File: src/hw/rtl/elx_pkg.sv
`timescale 1ns / 1ps
`default_nettype none

package elx_pkg;

    localparam logic [1:0] KIND_IDENT  = 2'd0;
    localparam logic [1:0] KIND_NUMBER = 2'd1;
    localparam logic [1:0] KIND_PUNCT  = 2'd2;
    localparam logic [1:0] KIND_END    = 2'd3;

    localparam int unsigned RUN_MAX = 4;

    typedef struct packed {
        logic [1:0]  kind;
        logic [15:0] start;
        logic [15:0] len;
    } t_tok;

    // Tokens closed by one text byte, in emission order.
    typedef struct packed {
        t_tok [RUN_MAX-1:0] tok;
        logic [2:0]         n;
    } t_run;

endpackage

`default_nettype wire

File: src/hw/rtl/elx_lexer.sv
`timescale 1ns / 1ps
`default_nettype none

module elx_lexer import elx_pkg::*; #(
    parameter int unsigned MAX_TEXT_LEN = 65535
) (
    input  wire logic       i_clk,
    input  wire logic       i_rst_n,
    input  wire logic       i_fire,
    input  wire logic [7:0] i_ch,
    output t_run            o_run
);

    localparam logic [15:0] POS_CAP =
        (MAX_TEXT_LEN < 32'd65535) ? 16'(MAX_TEXT_LEN) : 16'hFFFF;

    typedef enum logic [3:0] {
        PH_IDLE     = 4'd0,
        PH_IDENT    = 4'd1,
        PH_STRING   = 4'd2,
        PH_NUM_INT  = 4'd3,
        PH_NUM_FRAC = 4'd4,
        PH_NUM_E1   = 4'd5,
        PH_NUM_E2   = 4'd6,
        PH_NUM_EXP  = 4'd7,
        PH_PUNCT    = 4'd8
    } t_phase;

    typedef struct packed {
        t_phase      phase;
        logic        in_str;
        logic [15:0] cur_start;
        logic [15:0] cur_len;
        logic [7:0]  la0;
        logic [7:0]  la1;
        logic [15:0] hp0;
        logic [15:0] hp1;
    } t_lex_state;

    typedef struct packed {
        t_lex_state st;
        t_tok       rec0;
        t_tok       rec1;
        logic [1:0] n;
        logic       ended;
        logic       relex;
    } t_lex_res;

    localparam t_lex_state LEX_RESET = '{
        phase: PH_IDLE, in_str: 1'b0, cur_start: 16'd0, cur_len: 16'd0,
        la0: 8'd0, la1: 8'd0, hp0: 16'd0, hp1: 16'd0
    };

    t_lex_state  r_st, n_st;
    logic [15:0] r_pos, n_pos;

    function automatic logic [15:0] sat_inc(logic [15:0] v);
        return (v == 16'hFFFF) ? v : v + 16'd1;
    endfunction

    function automatic logic is_digit(logic [7:0] c);
        return (c >= "0") && (c <= "9");
    endfunction

    function automatic logic is_alpha(logic [7:0] c);
        return ((c >= "a") && (c <= "z")) || ((c >= "A") && (c <= "Z"));
    endfunction

    function automatic logic is_space(logic [7:0] c);
        return (c == " ") || ((c >= 8'd9) && (c <= 8'd13));
    endfunction

    function automatic logic is_pair(logic [7:0] a, logic [7:0] b);
        logic p;
        p = 1'b0;
        if (b == "=") begin
            p = (a == "=") || (a == "!") || (a == ">") || (a == "<");
        end else if (b == "|") begin
            p = (a == "|");
        end else if (b == "&") begin
            p = (a == "&");
        end
        return p;
    endfunction

    function automatic t_lex_res emit(t_lex_res x, logic [1:0] kind, logic [15:0] start,
                                      logic [15:0] len);
        t_lex_res r;
        r = x;
        if (r.n == 2'd0) begin
            r.rec0 = '{kind: kind, start: start, len: len};
        end else begin
            r.rec1 = '{kind: kind, start: start, len: len};
        end
        r.n = r.n + 2'd1;
        return r;
    endfunction

    // One byte through the scanner. The failed exponent cases are only flagged
    // here; the caller replays the held bytes.
    function automatic t_lex_res lex_one(t_lex_state s, logic [7:0] c, logic [15:0] pos);
        t_lex_res r;
        logic     close;
        r       = '0;
        r.st    = s;
        close   = 1'b0;
        case (s.phase)
            PH_IDENT: begin
                if (is_alpha(c) || is_digit(c) || c == "_") begin
                    r.st.cur_len = sat_inc(s.cur_len);
                end else begin
                    r     = emit(r, KIND_IDENT, s.cur_start, s.cur_len);
                    close = 1'b1;
                end
            end
            PH_STRING: begin
                if (c != "\"" && c != 8'd0) begin
                    r.st.cur_len = sat_inc(s.cur_len);
                end else begin
                    r     = emit(r, KIND_IDENT, s.cur_start, s.cur_len);
                    close = 1'b1;
                end
            end
            PH_NUM_INT: begin
                if (is_digit(c)) begin
                    r.st.cur_len = sat_inc(s.cur_len);
                end else if (c == ".") begin
                    r.st.cur_len = sat_inc(s.cur_len);
                    r.st.phase   = PH_NUM_FRAC;
                end else begin
                    r     = emit(r, KIND_NUMBER, s.cur_start, s.cur_len);
                    close = 1'b1;
                end
            end
            PH_NUM_FRAC: begin
                if (is_digit(c)) begin
                    r.st.cur_len = sat_inc(s.cur_len);
                end else if (c == "e" || c == "E") begin
                    r.st.la0   = c;
                    r.st.hp0   = pos;
                    r.st.phase = PH_NUM_E1;
                end else begin
                    r     = emit(r, KIND_NUMBER, s.cur_start, s.cur_len);
                    close = 1'b1;
                end
            end
            PH_NUM_E1: begin
                if (is_digit(c) || c == "+" || c == "-") begin
                    r.st.la1   = c;
                    r.st.hp1   = pos;
                    r.st.phase = PH_NUM_E2;
                end else begin
                    r.relex = 1'b1;
                end
            end
            PH_NUM_E2: begin
                if (is_digit(c)) begin
                    r.st.cur_len = sat_inc(sat_inc(sat_inc(s.cur_len)));
                    r.st.phase   = PH_NUM_EXP;
                end else begin
                    r.relex = 1'b1;
                end
            end
            PH_NUM_EXP: begin
                if (is_digit(c)) begin
                    r.st.cur_len = sat_inc(s.cur_len);
                end else begin
                    r     = emit(r, KIND_NUMBER, s.cur_start, s.cur_len);
                    close = 1'b1;
                end
            end
            PH_PUNCT: begin
                if (is_pair(s.la0, c)) begin
                    r          = emit(r, KIND_PUNCT, s.cur_start, 16'd2);
                    r.st.phase = PH_IDLE;
                end else begin
                    r     = emit(r, KIND_PUNCT, s.cur_start, 16'd1);
                    close = 1'b1;
                end
            end
            default: begin
                close = 1'b1;
            end
        endcase

        if (close) begin
            r.st.phase = PH_IDLE;
            if (c == 8'd0) begin
                r       = emit(r, KIND_END, pos, 16'd0);
                r.ended = 1'b1;
            end else if (is_space(c)) begin
                r.st.phase = PH_IDLE;
            end else if (c == "\"") begin
                r.st.in_str = !s.in_str;
                r           = emit(r, KIND_PUNCT, pos, 16'd1);
            end else begin
                r.st.cur_start = pos;
                r.st.cur_len   = 16'd1;
                if (s.in_str) begin
                    r.st.phase = PH_STRING;
                end else if (is_alpha(c) || c == "_") begin
                    r.st.phase = PH_IDENT;
                end else if (is_digit(c)) begin
                    r.st.phase = PH_NUM_INT;
                end else if (c == ".") begin
                    r.st.phase = PH_NUM_FRAC;
                end else begin
                    r.st.phase = PH_PUNCT;
                    r.st.la0   = c;
                end
            end
        end
        return r;
    endfunction

    function automatic t_run push(t_run run, t_lex_res x);
        t_run r;
        r = run;
        if (x.n != 2'd0) begin
            r.tok[r.n[1:0]] = x.rec0;
            r.n             = r.n + 3'd1;
        end
        if (x.n == 2'd2) begin
            r.tok[r.n[1:0]] = x.rec1;
            r.n             = r.n + 3'd1;
        end
        return r;
    endfunction

    t_lex_res   w_first, w_held0, w_held1, w_last;
    t_lex_state w_idle;
    t_run       w_run;

    always_comb begin
        w_first      = lex_one(r_st, i_ch, r_pos);
        w_idle       = r_st;
        w_idle.phase = PH_IDLE;
        w_held0      = '0;
        w_held1      = '0;
        w_run        = '0;
        w_last       = w_first;
        if (w_first.relex) begin
            // The number ends before the e; the held bytes start over as new text.
            w_run   = '0;
            w_run.tok[0] = '{kind: KIND_NUMBER, start: r_st.cur_start, len: r_st.cur_len};
            w_run.n = 3'd1;
            w_held0 = lex_one(w_idle, r_st.la0, r_st.hp0);
            w_run   = push(w_run, w_held0);
            if (r_st.phase == PH_NUM_E2) begin
                w_held1 = lex_one(w_held0.st, r_st.la1, r_st.hp1);
                w_run   = push(w_run, w_held1);
                w_last  = lex_one(w_held1.st, i_ch, r_pos);
            end else begin
                w_last  = lex_one(w_held0.st, i_ch, r_pos);
            end
            w_run = push(w_run, w_last);
        end else begin
            w_run = push(w_run, w_first);
        end
    end

    assign o_run = w_run;

    always_comb begin
        if (w_last.ended) begin
            n_st  = LEX_RESET;
            n_pos = 16'd0;
        end else begin
            n_st  = w_last.st;
            n_pos = (r_pos < POS_CAP) ? r_pos + 16'd1 : r_pos;
        end
    end

    always_ff @(posedge i_clk) begin
        if (!i_rst_n) begin
            r_st  <= LEX_RESET;
            r_pos <= 16'd0;
        end else if (i_fire) begin
            r_st  <= n_st;
            r_pos <= n_pos;
        end
    end

endmodule

`default_nettype wire

File: src/hw/rtl/elx_runbuf.sv
`timescale 1ns / 1ps
`default_nettype none

module elx_runbuf import elx_pkg::*; (
    input  wire logic        i_clk,
    input  wire logic        i_rst_n,
    input  wire logic        i_load,
    input  t_run             i_run,
    output logic             o_free,
    output logic             o_valid,
    input  wire logic        i_ready,
    output logic [1:0]       o_kind,
    output logic [15:0]      o_start,
    output logic [15:0]      o_len,
    output logic             o_last
);

    t_tok [RUN_MAX-1:0] r_tok, n_tok;
    logic [2:0]         r_cnt, n_cnt;
    logic               w_pop;

    assign o_valid = (r_cnt != 3'd0);
    assign w_pop   = o_valid && i_ready;
    // A new run may be loaded once the word leaving this cycle is the last one.
    assign o_free  = (r_cnt == 3'd0) || ((r_cnt == 3'd1) && w_pop);

    assign o_kind  = r_tok[0].kind;
    assign o_start = r_tok[0].start;
    assign o_len   = r_tok[0].len;
    assign o_last  = (r_cnt == 3'd1);

    always_comb begin
        n_tok = r_tok;
        n_cnt = r_cnt;
        if (i_load) begin
            n_tok = i_run.tok;
            n_cnt = i_run.n;
        end else if (w_pop) begin
            for (int k = 0; k < RUN_MAX - 1; k++) begin
                n_tok[k] = r_tok[k+1];
            end
            n_cnt = r_cnt - 3'd1;
        end
    end

    always_ff @(posedge i_clk) begin
        r_tok <= n_tok;
        if (!i_rst_n) begin
            r_cnt <= 3'd0;
        end else begin
            r_cnt <= n_cnt;
        end
    end

endmodule

`default_nettype wire

File: src/hw/rtl/expression_lexer_core.sv
`timescale 1ns / 1ps
`default_nettype none

// Channel   Handshake                  Word
// input     i_in_valid / o_in_ready    i_ch
// output    o_out_valid / i_out_ready  o_token_kind, o_start_pos, o_token_len, o_last_of_run
//
// One text byte is taken per cycle while each byte closes at most one token and the
// output is ready; a byte that closes several tokens holds the next byte back until its last
// word leaves, as the result buffer hands out one word per cycle. A byte's first token
// passes the input register and result buffer. Reset is synchronous and needs no clearing
// pass. A stalled output keeps its word; the input register lets the next byte wait.

module expression_lexer_core import elx_pkg::*; #(
    parameter int unsigned MAX_TEXT_LEN = 65535
) (
    input  wire logic        i_clk,
    input  wire logic        i_rst_n,
    input  wire logic        i_in_valid,
    output logic             o_in_ready,
    input  wire logic [7:0]  i_ch,
    output logic             o_out_valid,
    input  wire logic        i_out_ready,
    output logic [1:0]       o_token_kind,
    output logic [15:0]      o_start_pos,
    output logic [15:0]      o_token_len,
    output logic             o_last_of_run
);

    logic       r_in_valid;
    logic [7:0] r_in_ch;
    logic       w_free, w_fire;
    t_run       w_run;

    assign w_fire     = r_in_valid && w_free;
    assign o_in_ready = !r_in_valid || w_fire;

    always_ff @(posedge i_clk) begin
        if (!i_rst_n) begin
            r_in_valid <= 1'b0;
        end else if (o_in_ready) begin
            r_in_valid <= i_in_valid;
        end
        if (o_in_ready && i_in_valid) begin
            r_in_ch <= i_ch;
        end
    end

    elx_lexer #(
        .MAX_TEXT_LEN(MAX_TEXT_LEN)
    ) u_lexer (
        .i_clk  (i_clk),
        .i_rst_n(i_rst_n),
        .i_fire (w_fire),
        .i_ch   (r_in_ch),
        .o_run  (w_run)
    );

    elx_runbuf u_runbuf (
        .i_clk  (i_clk),
        .i_rst_n(i_rst_n),
        .i_load (w_fire),
        .i_run  (w_run),
        .o_free (w_free),
        .o_valid(o_out_valid),
        .i_ready(i_out_ready),
        .o_kind (o_token_kind),
        .o_start(o_start_pos),
        .o_len  (o_token_len),
        .o_last (o_last_of_run)
    );

endmodule

`default_nettype wire

File: config.mk
export PLATFORM = sky130hd
export DESIGN_NAME = expression_lexer_core
export DESIGN_NICKNAME = d
export VERILOG_FILES = /design/src/hw/rtl/elx_pkg.sv /design/src/hw/rtl/elx_lexer.sv /design/src/hw/rtl/elx_runbuf.sv /design/src/hw/rtl/expression_lexer_core.sv
export SDC_FILE = /design/constraint.sdc
export NUM_CORES = 1
export LEC_CHECK = 0
export CELL_PAD_IN_SITES_DETAIL_PLACEMENT = 2
export CELL_PAD_IN_SITES_GLOBAL_PLACEMENT = 2
export CORE_ASPECT_RATIO = 1.25
export CORE_MARGIN = 3
export CORE_UTILIZATION = 39
export CTS_CLUSTER_DIAMETER = 80
export DETAILED_ROUTE_END_ITERATION = 12
export DONT_BUFFER_PORTS = 1
export PLACE_DENSITY = 0.88
export SLEW_MARGIN = 10
export SYNTH_ARGS = -nofsm -noshare
export SYNTH_HDL_FRONTEND = slang
export SYNTH_SLANG_ARGS = --single-unit
File: constraint.sdc
create_clock -name i_clk -period 7.5 [get_ports i_clk]
set_input_delay 0.375 -clock i_clk [delete_from_list [all_inputs] [get_ports i_clk]]
set_output_delay 0.375 -clock i_clk [all_outputs]
set_load 0.01 [all_outputs]
Yosys cells after proc, flatten, opt, wreduce, memory -nomap -nowiden:

Cells that the tools add are included.

* flip-flop bits (word level): 249
* latch bits: 0
* bits in writable memories: 0
* bits in read-only memories: 0
* bits of input ports: 12
* output and inout bits: 37
* logic and storage cells: 593
* memories: 0

* add/subtract/negate cells: 21
* $mul: 0
* div/mod/pow operators: 0
* $lt $le $gt $ge: 37
* equal/unequal tests: 91
* shifts and indexed selects: 0
* mux-type cells: 336
* bitwise logic cells: 0
* reductions and logical operators: 84

Operators by type and width (count)
* 157-bit 2-to-1 mux: 20
* 139-bit 2-to-1 mux: 13
* 71-bit one-hot mux with 6 select lines: 4
* 71-bit 2-to-1 mux: 22
* 136-bit bitwise mux: 6
* 34-bit 2-to-1 mux: 24
* 16-bit one-hot mux with 6 select lines: 8
* 153-bit 2-to-1 mux: 5
* 16-bit 2-to-1 mux: 43
* 70-bit 2-to-1 mux: 8
* 120-bit 2-to-1 mux: 4
* 16-bit one-hot mux with 7 select lines: 4
* 34-bit demux with 2-bit select: 6
* 72-bit 2-to-1 mux: 5
* 8-bit by 6-bit equality test with 1-bit output (second input constant): 32
* 8-bit one-hot mux with 7 select lines: 4
* 102-bit 2-to-1 mux: 2
* 17-bit one-hot mux with 3 select lines: 4
* 40-bit 2-to-1 mux: 5
* 8-bit 2-to-1 mux: 24
* 8-bit one-hot mux with 6 select lines: 4
* 21-bit 2-to-1 mux: 8
* 16-bit by 1-bit adder with 16-bit output (second input constant): 10
* 4-bit 2-to-1 mux: 40
* 43 further kinds: 264

Longest topological paths before layout:

* word-level depth: 70
* depth in mapped cells: 28
* mapped depth without buffers: 25

Hierarchy:

A second synthesis with hierarchy kept.

* cells, all modules: 2706
* area total of the unflattened synthesis: 21249.1 um^2

Modules (own cells, without submodules)
* elx_lexer: instances 1, cells each 2379, area each 15127.0 um^2, seq. area each 2021.9 um^2
* elx_runbuf: instances 1, cells each 313, area each 5816.8 um^2, seq. area each 4144.0 um^2
* expression_lexer_core: instances 1, cells each 14, area each 305.3 um^2, seq. area each 260.2 um^2

Least setup slack after synthesis:

Ideal clock, no wire load.

* path kind: reg-to-reg
* start: reg u_lexer.r_st[42] (netlist name)
* end: reg u_runbuf.r_tok (netlist bit u_runbuf.o_start[10]) (data pin)
* setup time: 0.275 ns
* data arrival time: 5.561 ns
* required time: 7.225 ns
* setup slack: 1.663 ns
* cell stages (with the launch flop): 24
* path buffers: 4
* clock period less this slack: 5.837 ns
* path through: dfxtp_1 -> buf_6 -> or4b_1 -> a2111o_1 -> a22o_1 -> a2111o_1 -> or4_1 -> a41oi_2 -> nor3_1 -> nand2_1 -> ha_1 -> nand2_1 -> nor2_1 -> a21oi_1 -> a31o_2 -> buf_2 -> buf_2 -> nand2_1 -> xnor2_1 -> ha_1 -> nand3_2 -> nand2_2 -> clkbuf_1 -> o221ai_1

RTL lines
* start, declared: RTL line elx_lexer.sv:54 `t_lex_state r_st, n_st;`
* start signal, assigned: RTL line elx_lexer.sv:279 `r_st <= n_st;`
* end signal, assigned: RTL line elx_runbuf.sv:47 `r_tok <= n_tok;`
* end, declared: RTL line elx_runbuf.sv:18 `t_tok [RUN_MAX-1:0] r_tok, n_tok;`

==> impl_results.md <==
* Clk pwr share at 0.158
* Worst path top cell family by delay: compound AO/OA/AOI/OAI gates
* Total Wirelength at 113 mm
* Worst r2r path cells at 19
* Slew margin rel. at 0.125
* Status: finished clean
* Average wire per standard cell at 33.2 microns
* Comb power frac at 0.607
* Initial DRC Count at 2646
* Worst path most repeated cell: nand2_1
* Yosys cell types at 108
* Share of cells above drive strength 1 at 0.0819
* Yosys Warn Count at 0
* Die Y at 266 microns
* HP Class: in -> reg
* Power Density at 445 nW/um^2
* Post-DP Area at 21400 sq um
* TritonRoute pass-1 iters at 8
* Placed cells at 3326
* CP max-delay cell: dfxtp_1
* Drc violations at 0
* Kind of critical path: reg -> reg
* Pre-CTS setup slack at 0.224 ns
* Post-synth EDFFs at 144
* Final Hold Fails at 0
* Net Switching at 5.47 mW
* Static leakage at 7.74 nW
* CP Launch Type: flop
* Routed Antenna Nets at 0
* Max Slew Vio Count at 0
* Synthesis-to-finish area growth at 7.32%
* First-pass GRT wire length at 168 mm
* Boundary pin count at 49
* Mean Syn Cell Area at 7.55 sq um
* Sink Count at 249
* H-tree depth at 1
* Via count at 24139
* Vias in the first global route at 25849
* CP max FO at 29
* Crit path arrival time at 7.61 ns
* Grt total ovfl at 0
* WP data required at 7.84 ns
* Initial core utilization at 0.397
* Final Cell Area at 22600 sq um
* WHS Path Cells at 2
* Fin nets at 2686
* PnR worst setup slack at 0.236 ns
* Core area at 53000 sq um
* Yosys reg bits at 249
* Filler Cell Count at 6004
* Pin count of the biggest net entering global routing at 66
* Max-cap check violation count at 0
* Initial antenna violation count at 2
* Non-Filler Instances at 3393
* Total Routing Usage GR at 0.382
* CTS tree: yes
* Worst-Skew Late Latency at 0.65 ns
* Top cells by area, synth: edfxtp_1 (21%), dfxtp_1 (10%), nand2_1 (6.7%)
* Synth Flop Type: edfxtp_1
* Worst clock skew at 0.0562 ns
* Die ar. at 56900 sq um
* Die width at 214 microns
* Post-synth ARST share at 0
* IO Port Bufs at 0
* Post-synthesis sequential area ratio at 0.305
* Part of the cycle the worst path needs at 0.969
* Diode count at 0
* Post-Synthesis Cells at 2792
* Maximum vdd drop at 0.000269 V
* Crit path depth at 19
* Commonest non-fill, non-tap cell in the layout: nand2_1
* Fin Setup TNS at 0 ns
* Clock root buffer: clkbuf_16
* Int Pwr at 4.61 mW
* Switch share at 0.543
* Routability cong. at 0.996
* Crit path cell chain: or4_1, o21ai_1, o21ai_0, nor4_4, a2111o_1, buf_4, nand2_1, buf_4, mux2_2, o221ai_1, nand4_1, o21a_1, a31o_2, nand2_1, nand2_1, o21ai_0, ha_1, nand3_2, a31oi_1
* Share of power burned in registers at 0.235
* Post-synth top area cell: edfxtp_1
* CP endpoint kind: flop
* Crit path largest cell delay at 0.79 ns
* Crit path buffers/inverters at 2
* # rows at 94
* Most frequent cells in the layout: nand2_1 (377), a21oi_1 (258), o21ai_0 (253)
* Final Critical Period at 7.26 ns
* Hold slack at 0.0181 ns
* Clock Tree Buf Depth at 3
* Slew @ Worst Pin at 1.31 ns
* Yosys top cell area share at 0.205
* Via/cell ratio at 7.11
* Cts bufs inserted at 30
* Dpl hpwl at 78.4 mm
* Clock slew at the register clock pins of the worst setup and hold paths at 0.07 ns
* Highest Clock Rate at 138 MHz
* Unrepaired setup endpoints after global routing: false
* Synth Cell Area at 21100 sq um
* Final setup viols at 0
## state kept, by name, summed over array words and instances (netlist names)
register,flops
r_in_ch,8
r_in_valid,1
u_lexer.r_pos,16
u_lexer.r_st,85
u_runbuf.o_kind,2
u_runbuf.o_len,16
u_runbuf.o_start,16
u_runbuf.r_cnt,3
u_runbuf.r_tok,102
## worst paths after layout
path | end | slack [ns] | start
max | u_runbuf.r_tok[101] | 0.24 | u_lexer.r_st[42]
min | u_runbuf.r_cnt[2] | 0.02 | i_rst_n
max reg2reg | u_runbuf.r_tok[101] | 0.24 | u_lexer.r_st[42]
min reg2reg | u_runbuf.r_tok[74] | 0.53 | u_runbuf.r_tok[108]
## metrics by stage
step | utilization | total power [mW]
global route | 0.427 | 10.5
CTS | 0.426 | 9.82
floorplan | - | 6.17
finish | 0.427 | 10.1
global placement | 0.404 | 7.73
detailed placement | 0.404 | 8.10
## synth_stat cells, drive strengths merged, types with 15 or more instances
| cell | number |
|---|---|
| a32oi | 20 |
| buf | 93 |
| inv | 40 |
| clkbuf | 193 |
| a31oi | 34 |
| xnor2 | 29 |
| nand2 | 380 |
| or2 | 15 |
| nor3 | 49 |
| a2bb2oi | 19 |
| a22oi | 23 |
| nand2b | 37 |
| a211oi | 36 |
| a21oi | 261 |
| nor4 | 21 |
| mux2i | 85 |
| o31ai | 16 |
| a2111oi | 22 |
| ha | 24 |
| nand4 | 24 |
| a221oi | 52 |
| xor2 | 22 |
| o21ai | 292 |
| o22ai | 36 |
| nor2 | 246 |
| edfxtp | 144 |
| and2 | 48 |
| and3 | 30 |
| o21a | 17 |
| dfxtp | 105 |
| o221ai | 35 |
| nor2b | 15 |
| o211ai | 19 |
| o22a | 18 |
| nand3 | 113 |
## kinds of logic (layout without fill, tap and decap cells)
logic type | after synthesis | after routing | synth area share
AO/OA/AOI/OAI | 994 | 994 | 0.306
XOR/XNOR | 51 | 51 | 0.0212
adder cells (fa/ha/maj) | 24 | 24 | 0.0142
buffers and inverters | 327 | 196 | 0.0701
flip-flops | 249 | 249 | 0.305
multiplexers | 95 | 95 | 0.0459
other | 1 | 13 | 0.000178
AND/OR/NAND/NOR | 1051 | 1051 | 0.237
## power by group through the flow
stage,registers [mW],clock network [mW],logic (mW)
after floorplan,2.08,0,4.09
after global placement,2.31,0,5.41
after detailed placement,2.36,0,5.75
after CTS,2.35,1.60,5.88
after global routing,2.38,1.66,6.43
final,2.36,1.60,6.11
## metal layers
metal  up-vias  global-route usage  routed length (microns)
li1      10074                   -                        -
met1     12099               0.398                    38600
met2      1347               0.675                    55300
met3       617              0.0559                     6720
met4         2               0.331                    12000
met5         -                   0                       13
## what timing repair did
item | 4_1_cts | 5_1_grt
hold buffers | 11 | 0
setup endpoints to repair | 0 | 72
endpoints found under the hold margin | 41 | 0
gates resized for setup | 0 | 5
buffers inserted | 0 | 1
## layout make-up
type	instances	area, sq um	share of cell area
flip-flops and latches	249	6430	0.284
repair buffers	100	788	0.0348
clock buffers	39	815	0.0360
clock inverters	16	215	0.00951
inverters	41	156	0.00691
multi-input cells	2228	13300	0.589
well taps	720	901	0.0398
(Power assumes the default switching activity.)
